`src/design/pulse_width_error_code_decoder_macros.svh`:
```
// assertion macros for the pulse width error code decoder
`ifndef PULSE_WIDTH_ERROR_CODE_DECODER_MACROS_SVH
`define PULSE_WIDTH_ERROR_CODE_DECODER_MACROS_SVH

// same-cycle implication, disabled during reset
`define PWECD_ASSERT_NOW(lbl, ante, cons, msg) \
  lbl: assert property (@(posedge clk) disable iff (!rst_n) (ante) |-> (cons)) \
    else $error(msg);

// next-cycle implication, disabled during reset
`define PWECD_ASSERT_NEXT(lbl, ante, cons, msg) \
  lbl: assert property (@(posedge clk) disable iff (!rst_n) (ante) |=> (cons)) \
    else $error(msg);

`endif

```
`src/design/pwecd_pkg.sv`:
```
package pwecd_pkg;

  // default widths
  localparam int TIME_BITS_DEF  = 32;
  localparam int COUNT_BITS_DEF = 8;

  // fixed field widths
  localparam int CFG_BITS  = 16;
  localparam int CODE_BITS = 8;
  localparam int IDX_BITS  = 3;
  // widest threshold in microseconds: (65535 + 1) * 1000 fits in 26 bits
  localparam int THR_BITS  = 26;

  localparam int US_PER_MS = 1000;

  // register reset values in milliseconds
  localparam int START_MIN_MS_RST = 90;
  localparam int START_MAX_MS_RST = 110;
  localparam int CODE_MIN_MS_RST  = 8;
  localparam int CODE_MAX_MS_RST  = 12;
  localparam int TIMEOUT_MS_RST   = 200;
  localparam int HIGHEST_CODE_RST = 7;

  // configuration register indexes
  localparam logic [IDX_BITS-1:0] CFG_START_MIN    = 3'd0;
  localparam logic [IDX_BITS-1:0] CFG_START_MAX    = 3'd1;
  localparam logic [IDX_BITS-1:0] CFG_CODE_MIN     = 3'd2;
  localparam logic [IDX_BITS-1:0] CFG_CODE_MAX     = 3'd3;
  localparam logic [IDX_BITS-1:0] CFG_TIMEOUT      = 3'd4;
  localparam logic [IDX_BITS-1:0] CFG_HIGHEST_CODE = 3'd5;

  // input opcodes
  localparam logic OP_EDGE = 1'b0;
  localparam logic OP_POLL = 1'b1;

  // pin levels after an edge
  localparam logic LVL_FALL = 1'b0;
  localparam logic LVL_RISE = 1'b1;

endpackage

```
`src/design/pulse_width_error_code_decoder.sv`:
```
// flow: a transaction accepted into the input register is decoded from there into the
//   output register, where any result that it yields is held while out_stall is high
// throughput: one transaction per cycle; only a stalled full output register holds
//   the input stage
// reset: synchronous active-low rst_n restores register defaults, goes idle and
//   clears the pulse tally and recorded times
module pulse_width_error_code_decoder #(
  parameter int TIME_BITS  = pwecd_pkg::TIME_BITS_DEF,
  parameter int COUNT_BITS = pwecd_pkg::COUNT_BITS_DEF
) (
  input  logic                           clk,
  input  logic                           rst_n,
  // configuration write port
  input  logic                           cfg_we,
  input  logic [pwecd_pkg::IDX_BITS-1:0] cfg_index,
  input  logic [pwecd_pkg::CFG_BITS-1:0] cfg_data,
  // input channel
  input  logic                           in_valid,
  output logic                           in_stall,
  input  logic                           in_opcode,
  input  logic                           in_pin_level,
  input  logic [TIME_BITS-1:0]           in_time_us,
  // result channel
  output logic                           out_valid,
  input  logic                           out_stall,
  output logic [pwecd_pkg::CODE_BITS-1:0] out_error_code,
  output logic                           out_well_formed
);

  import pwecd_pkg::*;

  localparam int CMP_BITS = (TIME_BITS > THR_BITS) ? TIME_BITS : THR_BITS;
  localparam int CNT_CMP  = (COUNT_BITS > CODE_BITS) ? COUNT_BITS : CODE_BITS;

  localparam logic [THR_BITS-1:0] START_LO_RST =
    THR_BITS'(START_MIN_MS_RST * US_PER_MS);
  localparam logic [THR_BITS-1:0] START_HI_RST =
    THR_BITS'((START_MAX_MS_RST + 1) * US_PER_MS);
  localparam logic [THR_BITS-1:0] CODE_LO_RST =
    THR_BITS'(CODE_MIN_MS_RST * US_PER_MS);
  localparam logic [THR_BITS-1:0] CODE_HI_RST =
    THR_BITS'((CODE_MAX_MS_RST + 1) * US_PER_MS);
  localparam logic [THR_BITS-1:0] TMO_RST =
    THR_BITS'((TIMEOUT_MS_RST + 1) * US_PER_MS);

  // ms value to lowest microsecond count that reaches it after truncation
  function automatic logic [THR_BITS-1:0] ms_to_lo(input logic [CFG_BITS-1:0] ms);
    return THR_BITS'(ms) * THR_BITS'(US_PER_MS);
  endfunction

  // ms value to first microsecond count beyond it after truncation
  function automatic logic [THR_BITS-1:0] ms_to_hi(input logic [CFG_BITS-1:0] ms);
    return (THR_BITS'(ms) + THR_BITS'(1)) * THR_BITS'(US_PER_MS);
  endfunction

  // thresholds kept in microseconds so no divide is needed
  logic [THR_BITS-1:0]  start_lo_r, start_hi_r, code_lo_r, code_hi_r, tmo_r;
  logic [CODE_BITS-1:0] highest_r;

  // decoder state
  logic                  in_seq_r, in_seq_nxt;
  logic [TIME_BITS-1:0]  fall_time_r, fall_time_nxt;
  logic [TIME_BITS-1:0]  last_time_r, last_time_nxt;
  logic [COUNT_BITS-1:0] tally_r, tally_nxt;

  // input register
  logic                 s1_valid_r, s1_valid_nxt;
  logic                 s1_opcode_r, s1_level_r;
  logic [TIME_BITS-1:0] s1_time_r;

  // output register
  logic                 out_valid_r, out_valid_nxt;
  logic [CODE_BITS-1:0] out_error_code_r, out_error_code_nxt;
  logic                 out_well_formed_r, out_well_formed_nxt;

  logic                 in_accept, fire, emit;
  logic [TIME_BITS-1:0] diff_fall, diff_last;
  logic [CMP_BITS-1:0]  df_ext, dl_ext;
  logic                 start_ok, code_ok, timed_out, good;

  // configuration writes
  always_ff @(posedge clk) begin
    if (!rst_n) begin
      start_lo_r <= START_LO_RST;
      start_hi_r <= START_HI_RST;
      code_lo_r  <= CODE_LO_RST;
      code_hi_r  <= CODE_HI_RST;
      tmo_r      <= TMO_RST;
      highest_r  <= CODE_BITS'(HIGHEST_CODE_RST);
    end else if (cfg_we) begin
      unique case (cfg_index)
        CFG_START_MIN:    start_lo_r <= ms_to_lo(cfg_data);
        CFG_START_MAX:    start_hi_r <= ms_to_hi(cfg_data);
        CFG_CODE_MIN:     code_lo_r  <= ms_to_lo(cfg_data);
        CFG_CODE_MAX:     code_hi_r  <= ms_to_hi(cfg_data);
        CFG_TIMEOUT:      tmo_r      <= ms_to_hi(cfg_data);
        CFG_HIGHEST_CODE: highest_r  <= cfg_data[CODE_BITS-1:0];
        default: ;
      endcase
    end
  end

  // handshake: the input stage drains unless a full output register is stalled
  assign fire      = s1_valid_r && !(out_valid_r && out_stall);
  assign in_stall  = s1_valid_r && !fire;
  assign in_accept = in_valid && !in_stall;

  // window and timeout compares on wrapped differences
  assign diff_fall = s1_time_r - fall_time_r;
  assign diff_last = s1_time_r - last_time_r;
  assign df_ext    = CMP_BITS'(diff_fall);
  assign dl_ext    = CMP_BITS'(diff_last);
  assign start_ok  = (df_ext >= CMP_BITS'(start_lo_r)) && (df_ext < CMP_BITS'(start_hi_r));
  assign code_ok   = (df_ext >= CMP_BITS'(code_lo_r)) && (df_ext < CMP_BITS'(code_hi_r));
  assign timed_out = dl_ext >= CMP_BITS'(tmo_r);

  // tally validity
  assign good = (tally_r != '0) && (CNT_CMP'(tally_r) <= CNT_CMP'(highest_r));

  // decode one transaction
  always_comb begin
    in_seq_nxt    = in_seq_r;
    fall_time_nxt = fall_time_r;
    last_time_nxt = last_time_r;
    tally_nxt     = tally_r;
    emit          = 1'b0;
    if (fire) begin
      case (s1_opcode_r)
        OP_EDGE: begin
          if (s1_level_r == LVL_FALL) begin
            fall_time_nxt = s1_time_r;
          end else if (!in_seq_r) begin
            if (start_ok) begin
              in_seq_nxt    = 1'b1;
              tally_nxt     = '0;
              last_time_nxt = s1_time_r;
            end
          end else if (code_ok) begin
            if (tally_r != '1) tally_nxt = tally_r + COUNT_BITS'(1);
            last_time_nxt = s1_time_r;
          end
        end
        OP_POLL: begin
          if (in_seq_r && timed_out) begin
            emit       = 1'b1;
            in_seq_nxt = 1'b0;
          end
        end
        default: ;
      endcase
    end
  end

  // result register next values
  always_comb begin
    out_valid_nxt       = (out_valid_r && out_stall) || emit;
    out_error_code_nxt  = out_error_code_r;
    out_well_formed_nxt = out_well_formed_r;
    if (emit) begin
      out_error_code_nxt  = good ? CODE_BITS'(tally_r) : '0;
      out_well_formed_nxt = good;
    end
  end

  assign s1_valid_nxt = in_accept ? 1'b1 : (fire ? 1'b0 : s1_valid_r);

  // control and state registers
  always_ff @(posedge clk) begin
    if (!rst_n) begin
      s1_valid_r  <= 1'b0;
      out_valid_r <= 1'b0;
      in_seq_r    <= 1'b0;
      fall_time_r <= '0;
      last_time_r <= '0;
      tally_r     <= '0;
    end else begin
      s1_valid_r  <= s1_valid_nxt;
      out_valid_r <= out_valid_nxt;
      in_seq_r    <= in_seq_nxt;
      fall_time_r <= fall_time_nxt;
      last_time_r <= last_time_nxt;
      tally_r     <= tally_nxt;
    end
  end

  // payload registers
  always_ff @(posedge clk) begin
    if (in_accept) begin
      s1_opcode_r <= in_opcode;
      s1_level_r  <= in_pin_level;
      s1_time_r   <= in_time_us;
    end
    out_error_code_r  <= out_error_code_nxt;
    out_well_formed_r <= out_well_formed_nxt;
  end

  assign out_valid       = out_valid_r;
  assign out_error_code  = out_error_code_r;
  assign out_well_formed = out_well_formed_r;

  // checks
`include "pulse_width_error_code_decoder_macros.svh"

  `PWECD_ASSERT_NEXT(a_emit_goes_idle, emit, !in_seq_r, "sequence still open after result")
  `PWECD_ASSERT_NOW(a_malformed_zero, out_valid_r && !out_well_formed_r,
    out_error_code_r == '0, "malformed result carries a nonzero code")
  `PWECD_ASSERT_NOW(a_good_nonzero, out_valid_r && out_well_formed_r,
    out_error_code_r != '0, "well formed result carries code zero")

endmodule
```
`config.mk`:
```
export PLATFORM = sky130hd
export DESIGN_NAME = pulse_width_error_code_decoder
export DESIGN_NICKNAME = d
export VERILOG_FILES = /design/src/design/pwecd_pkg.sv /design/src/design/pulse_width_error_code_decoder.sv
export VERILOG_INCLUDE_DIRS = /design/src /design/src/design
export SDC_FILE = /design/constraint.sdc
export NUM_CORES = 1
export LEC_CHECK = 0
export ABC_AREA = 1
export BUFFER_PORTS_ARGS = -buffer_cell sky130_fd_sc_hd__clkbuf_2
export CORE_ASPECT_RATIO = 1.1
export CORE_UTILIZATION = 35
export CTS_BUF_LIST = sky130_fd_sc_hd__clkbuf_4 sky130_fd_sc_hd__clkbuf_8
export DETAILED_ROUTE_END_ITERATION = 8
export MAX_ROUTING_LAYER = met4
export PLACE_DENSITY = 0.53
export SLEW_MARGIN = 20
export SYNTH_ARGS = -nofsm -noshare
export SYNTH_HDL_FRONTEND = slang
export SYNTH_SLANG_ARGS = --single-unit
export TNS_END_PERCENT = 30
```
`constraint.sdc`:
```
create_clock -name clk -period 7.4 [get_ports clk]
set_input_delay 0.74 -clock clk [delete_from_list [all_inputs] [get_ports clk]]
set_output_delay 0.74 -clock clk [all_outputs]
set_load 0.02 [all_outputs]
```
Yosys cells after proc, flatten, opt, wreduce, memory -nomap -nowiden --
Cells that the tools add are included.
Operators by class: add/subtract/negate cells 4, multipliers 2, $lt $le $gt $ge 6, equal/unequal tests 10, muxes and demuxes 17, bitwise gates (word level) 2, reductions and logical operators 26
Operators with widths (number):
- 32-bit by 26-bit greater-or-equal comparator with 1-bit output | 3
- 32-bit two-way mux | 3
- 32-bit by 26-bit < comparator with 1-bit output | 2
- 32-bit subtractor | 2
- 8-bit two-way mux | 4
- 16-bit by 7-bit multiplier with 23-bit output, second input constant | 1
- 17-bit by 7-bit multiplier with 23-bit output, second input constant | 1
- 16-bit by 1-bit adder with 17-bit output, second input constant | 1
- 2-bit AND reduction | 6
- 1-bit two-way mux | 9
- 8-bit by 1-bit adder with 8-bit output, second input constant | 1
- 8-bit less-or-equal comparator | 1
- 1-bit logical AND | 8
- 8-bit inequality test, second input constant | 1
- 8-bit nonzero test | 1
- 3-bit by 2-bit == test with 1-bit output, second input constant | 2
- 3-bit == test, second input constant | 2
- 2-bit by 1-bit inequality test with 1-bit output, second input constant | 3
- 3-bit AND reduction | 2
- 6-bit AND reduction | 1
- 5-bit AND reduction | 1
- 2-bit nonzero test | 2
- 3-bit by 1-bit == test with 1-bit output, second input constant | 1
- 1-bit zero test | 3
- other kinds (5) | 6
Word-level totals: register bits after elaboration 241, input bits 58, output and inout bits 11, logic and storage cells 84

Depth between registers and ports, before layout --
depth in word-level cells 8, depth in mapped cells 28, gate-level depth less buffers 26

Worst setup path after synthesis --
OpenSTA, ideal clock, no wires.
path type input-to-reg, start point input cfg_data[0] (netlist bit), end point register code_hi_r[23], library setup time 0.115 ns, arrival time 5.548 ns, data required time 7.285 ns, path slack 1.736 ns, stages on the path 25, buffers on the path 1, cell sequence clkbuf_1 > nand3_1 > inv_1 > nand2_1 > xnor2_1 > ha_1 > inv_1 > fa_1 > fa_1 > fa_1 > inv_1 > ha_1 > a21oi_1 > nand2_1 > a21oi_1 > inv_1 > a21oi_1 > inv_1 > nand2_1 > o211ai_1 > a21boi_0 > o21ai_0 > xor2_1 > o21ai_0 > inv_1
On the way: cells in the longest elaborated chain, start to end 2
RTL lines:
- from (decl) | RTL line pulse_width_error_code_decoder.sv:16 | input logic [pwecd_pkg::CFG_BITS-1:0] cfg_data,
- 16-bit by 1-bit adder with 17-bit output | RTL line pulse_width_error_code_decoder.sv:53 | return (THR_BITS'(ms) + THR_BITS'(1)) * THR_BITS'(US_PER_MS);
- 17-bit by 7-bit multiplier with 23-bit output | RTL line pulse_width_error_code_decoder.sv:53
- to (signal assigned) | RTL line pulse_width_error_code_decoder.sv:95 | CFG_CODE_MAX: code_hi_r <= ms_to_hi(cfg_data);
- to (decl) | RTL line pulse_width_error_code_decoder.sv:57 | logic [THR_BITS-1:0] start_lo_r, start_hi_r, code_lo_r, code_hi_r, tmo_r;
No other way between the ends. A chain may end at the register's enable or synchronous reset.

Worst setup path after layout --
start point input cfg_data[1] (netlist bit), end point register start_hi_r[18]
On the way: cells in the longest elaborated chain, start to end 2
RTL lines:
- 16-bit by 1-bit adder with 17-bit output | RTL line pulse_width_error_code_decoder.sv:53
- 17-bit by 7-bit multiplier with 23-bit output | RTL line pulse_width_error_code_decoder.sv:53
- to (signal assigned) | RTL line pulse_width_error_code_decoder.sv:93 | CFG_START_MAX: start_hi_r <= ms_to_hi(cfg_data);
- to (decl) | RTL line pulse_width_error_code_decoder.sv:57
No other way between the ends.

==> results by group <==
Run status
  – Status: finished clean

GRT
  – Initial antenna violation count: 1
  – First-pass GRT wire length: between 90 and 100 mm
  – Pin count of the biggest net entering global routing: 98
  – Vias in the first global route: around 18,000
  – Gr usage total: 0.209
  – Gr ovfl total: 0

Layout
  – Proportion of layout cells with a drive suffix above 1: 0.0615
  – Nets: between 3,000 and 4,000
  – Non-Filler Instances: 3,686
  – Area grow syn2layout: 10.4%
  – Post-layout util: 0.394

STA
  – Max-Slew Margin vs Limit: 0.305
  – Setup TNS: 0 ns
  – Post-layout min period: 5.96 ns
  – PnR worst setup slack: 1.44 ns
  – # setup viols final: 0
  – Clock skew: 0.0395 ns
  – Hold Fails Final Rpt: 0
  – Max Slew Vio Count: 0
  – Fmax: ~170 MHz
  – Minimum hold slack: 0.309 ns
  – Worst-Margin Slew: 1.04 ns
  – Period utilisation layout: 0.806
  – Unrepaired setup endpoints after global routing: no

Floorplan
  – Die area: between 0.06 and 0.07 mm^2
  – Rows: 93
  – Die H: approximately 260 um
  – Die width: 236 um
  – Ports: 69
  – Initial Util: 0.357
  – Core area: 0.0590 mm^2

Run
  – Max Cap Viol: 0

Worst setup path
  – Worst R2R Setup Slack: 2.43 ns
  – RR Startpoint: s1_time_r[1]
  – Worst stage delay on the critical path: between 0.5 and 0.6 ns
  – Worst setup SP type: input port
  – CP bufs+invs: 6
  – CP cell instances: clkbuf_2 -> ha_1 -> nand2_1 -> xor2_1 -> inv_1 -> ha_1 -> fa_1 -> inv_1 -> fa_1 -> inv_1 -> fa_1 -> ha_1 -> a21oi_1 -> nand2_1 -> a21oi_1 -> o21ai_0 -> inv_1 -> o21ai_0 -> nand2_1 -> nand2_1 -> a21boi_0 -> xnor2_1 -> o21ai_0 -> inv_1
  – Critical Path RT: 7.93 ns
  – Crit path DAT: 6.49 ns
  – Crit-path slowest cell: xnor2_1
  – Kind of critical path: input port to flip-flop
  – Most used cell, CP: inv_1
  – Crit path max fanout: 10
  – Crit. End Element: flip-flop
  – Top Family by Delay on Critical Path: adder cells
  – Worst flop-to-flop path endpoint: last_time_r[5]
  – R2R cell count: 23

Drt
  – Routed WL per cell: 16.8 um
  – Initial DRC count: a little under 900
  – Post-route ant nets: 0
  – Via count: 18,124
  – Drt first pass iters: 5
  – DR DRC count: 0
  – Vias per inst: 4.92
  – Total Wirelength: 61.8 mm

Yosys
  – Post-synth top cells: inv_1 (554), nand2_1 (540), ha_1 (289)
  – Post-Synth XOR/XNOR Area: 0.0424
  – Gate Count Post-Synth: ~2,800
  – Share of the synthesized area in the top cell type: 0.188
  – Top post-synthesis cells by area: dfxtp_1 (19%), ha_1 (17%), fa_1 (11%)
  – Synth Register Bits: 241
  – Simple-Gate Fraction of Synth Area: 0.175
  – Synth cell types: 47
  – Post-synth EDFFs: 43
  – Largest family of logic cells by synthesized area: adder cells
  – Area fraction in compound gates after synthesis: 0.145
  – Synth Flop Type: dfxtp_1
  – Synth Net Count: ~3,300
  – Post-Synth Adder-Cell Area: 0.278
  – Asr flop ratio synth: 0
  – Synth warn: 0
  – Sequential cell area fraction in the yosys report: 0.249
  – Syn Area/Cell: roughly 7.5 um^2
  – Mux cell area share after synthesis: 0
  – Most frequent cell after synthesis: inv_1
  – Leading area contributor after synthesis: dfxtp_1
  – Syn Std Cell Area: 0.0211 mm^2

Placement
  – Post-DP HPWL: ~50 mm
  – IO Port Bufs: slightly below 70
  – Final GP Congestion: slightly above 0.9
  – Placed Cells: 3,603
  – Worst slack, placed: 0.856 ns

Clock tree
  – Clk_lat worst skew: about 0.6 ns
  – TritonCTS clock tree: done
  – Max Root-Sink Buffers: 3
  – CTS root buffer: clkbuf_8
  – Clk sinks: 241
  – Setup bufs post-CTS: 0
  – Cts-stage hold buffer count: 0
  – CTS-repair resized insts: 0
  – CTS clk-pin slew, worst paths: 0.07 ns
  – Max H-tree Level: 2
  – CTS Buf Count: 45

Hold path
  – Hold path cells: 1
  – Worst hold endpoint: s1_time_r[10]
  – Hold path start: in_time_us[10]
  – Hold crit path type: input port to flip-flop

Power
  – Pwr/cell area: 297 mW/mm^2
  – Leak: 0.0117 uW
  – Max VDD drop: 0.240 mV
## per-stage QoR
stage,instance area (um^2),power (uW)
6_report,23300,6900
2_1_floorplan,21100,4090
3_3_place_gp,22200,5400
4_1_cts,23300,6940
3_5_place_dp,22200,5420
5_1_grt,23300,7490
## routing by layer
layer / track usage / vias to the layer above / wire length, um
met5: - / - / 0
met4: 0.0775 / 0 / 2280
met3: 0.0218 / 109 / 2150
met2: 0.350 / 354 / 29200
met1: 0.259 / 8443 / 28200
li1: - / 9218 / -
## power breakdown
group	switching (uW)	internal, uW	leakage (uW)
Sequential	39.2	1390	0.00202
Combinational	2690	1300	0.00916
Clock	623	853	0.000527
Total	3350	3550	0.0117
## worst register-to-register path, stage by stage (launching register included)
cell and delay, ns:
edfxtp_1 0.52, inv_1 0.17, fa_1 0.46, inv_1 0.09
nand3_1 0.06, nand3_1 0.15, nand3_1 0.10, nand3_1 0.25
a31o_2 0.25, xor2_1 0.62, ha_1 0.37, nand2_1 0.12
nor2_1 0.05, a21oi_1 0.14, nand2_1 0.07, a21oi_1 0.18
nor3_1 0.08, nand2_1 0.11, nand2_1 0.09, nand3_2 0.11
buf_4 0.49, nand2_1 0.22, nand2_1 0.10, nor2_1 0.05
## flip-flops by register name, indices dropped and copies added, names as in the netlist
signal and cells:
code_hi_r 23, code_lo_r 23, fall_time_r 32, highest_r 8, in_seq_r 1, last_time_r 32
out_error_code 8, out_valid 1, out_well_formed 1, s1_level_r 1, s1_opcode_r 1, s1_time_r 32
s1_valid_r 1, start_hi_r 23, start_lo_r 23, tally_r 8, tmo_r 23
## layout by cell type (no fill, tap or decap), types with 14 or more instances in the layout
cell / instances
buf_4: 15
xnor2_1: 39
dfxtp_1: 198
nand4_1: 31
clkbuf_2: 67
nor3_1: 25
a31oi_1: 14
a21oi_1: 275
o21ai_0: 164
ha_1: 289
xor2_1: 63
inv_1: 554
nand3_1: 67
fa_1: 112
nand2_1: 539
o211ai_1: 49
nor2_1: 212
edfxtp_1: 43
clkbuf_8: 53
## worst max path at each step
stage,cells past startpoint,from,endpoint
after floorplan,25,cfg_data[0],code_hi_r[23]
after global placement,24,cfg_data[1],start_hi_r[18]
after detailed placement,24,cfg_data[1],start_hi_r[18]
after CTS,24,cfg_data[1],start_hi_r[18]
after global routing,24,cfg_data[1],start_hi_r[18]
final,24,cfg_data[1],start_hi_r[18]
## cell type report
cell class | instances | area (um^2)
Clock buffer | 64 | 812
Inverter | 559 | 2100
Antenna cell | 1 | 2.50
Fill cell | 6162 | 35700
Timing Repair Buffer | 82 | 448
Tap cell | 760 | 951
Multi-Input combinational cell | 1961 | 13500
Clock inverter | 18 | 204
Sequential cell | 241 | 5260
## kinds of logic after synthesis
logic type	count (synthesis)
buffers and inverters	612
DFF	241
AOI/OAI and AO/OA	553
adders and majority gates	401
and+or+nand+nor	905
xor gates and xnor gates	102
Note: power is estimated with default switching activity, not from simulation.
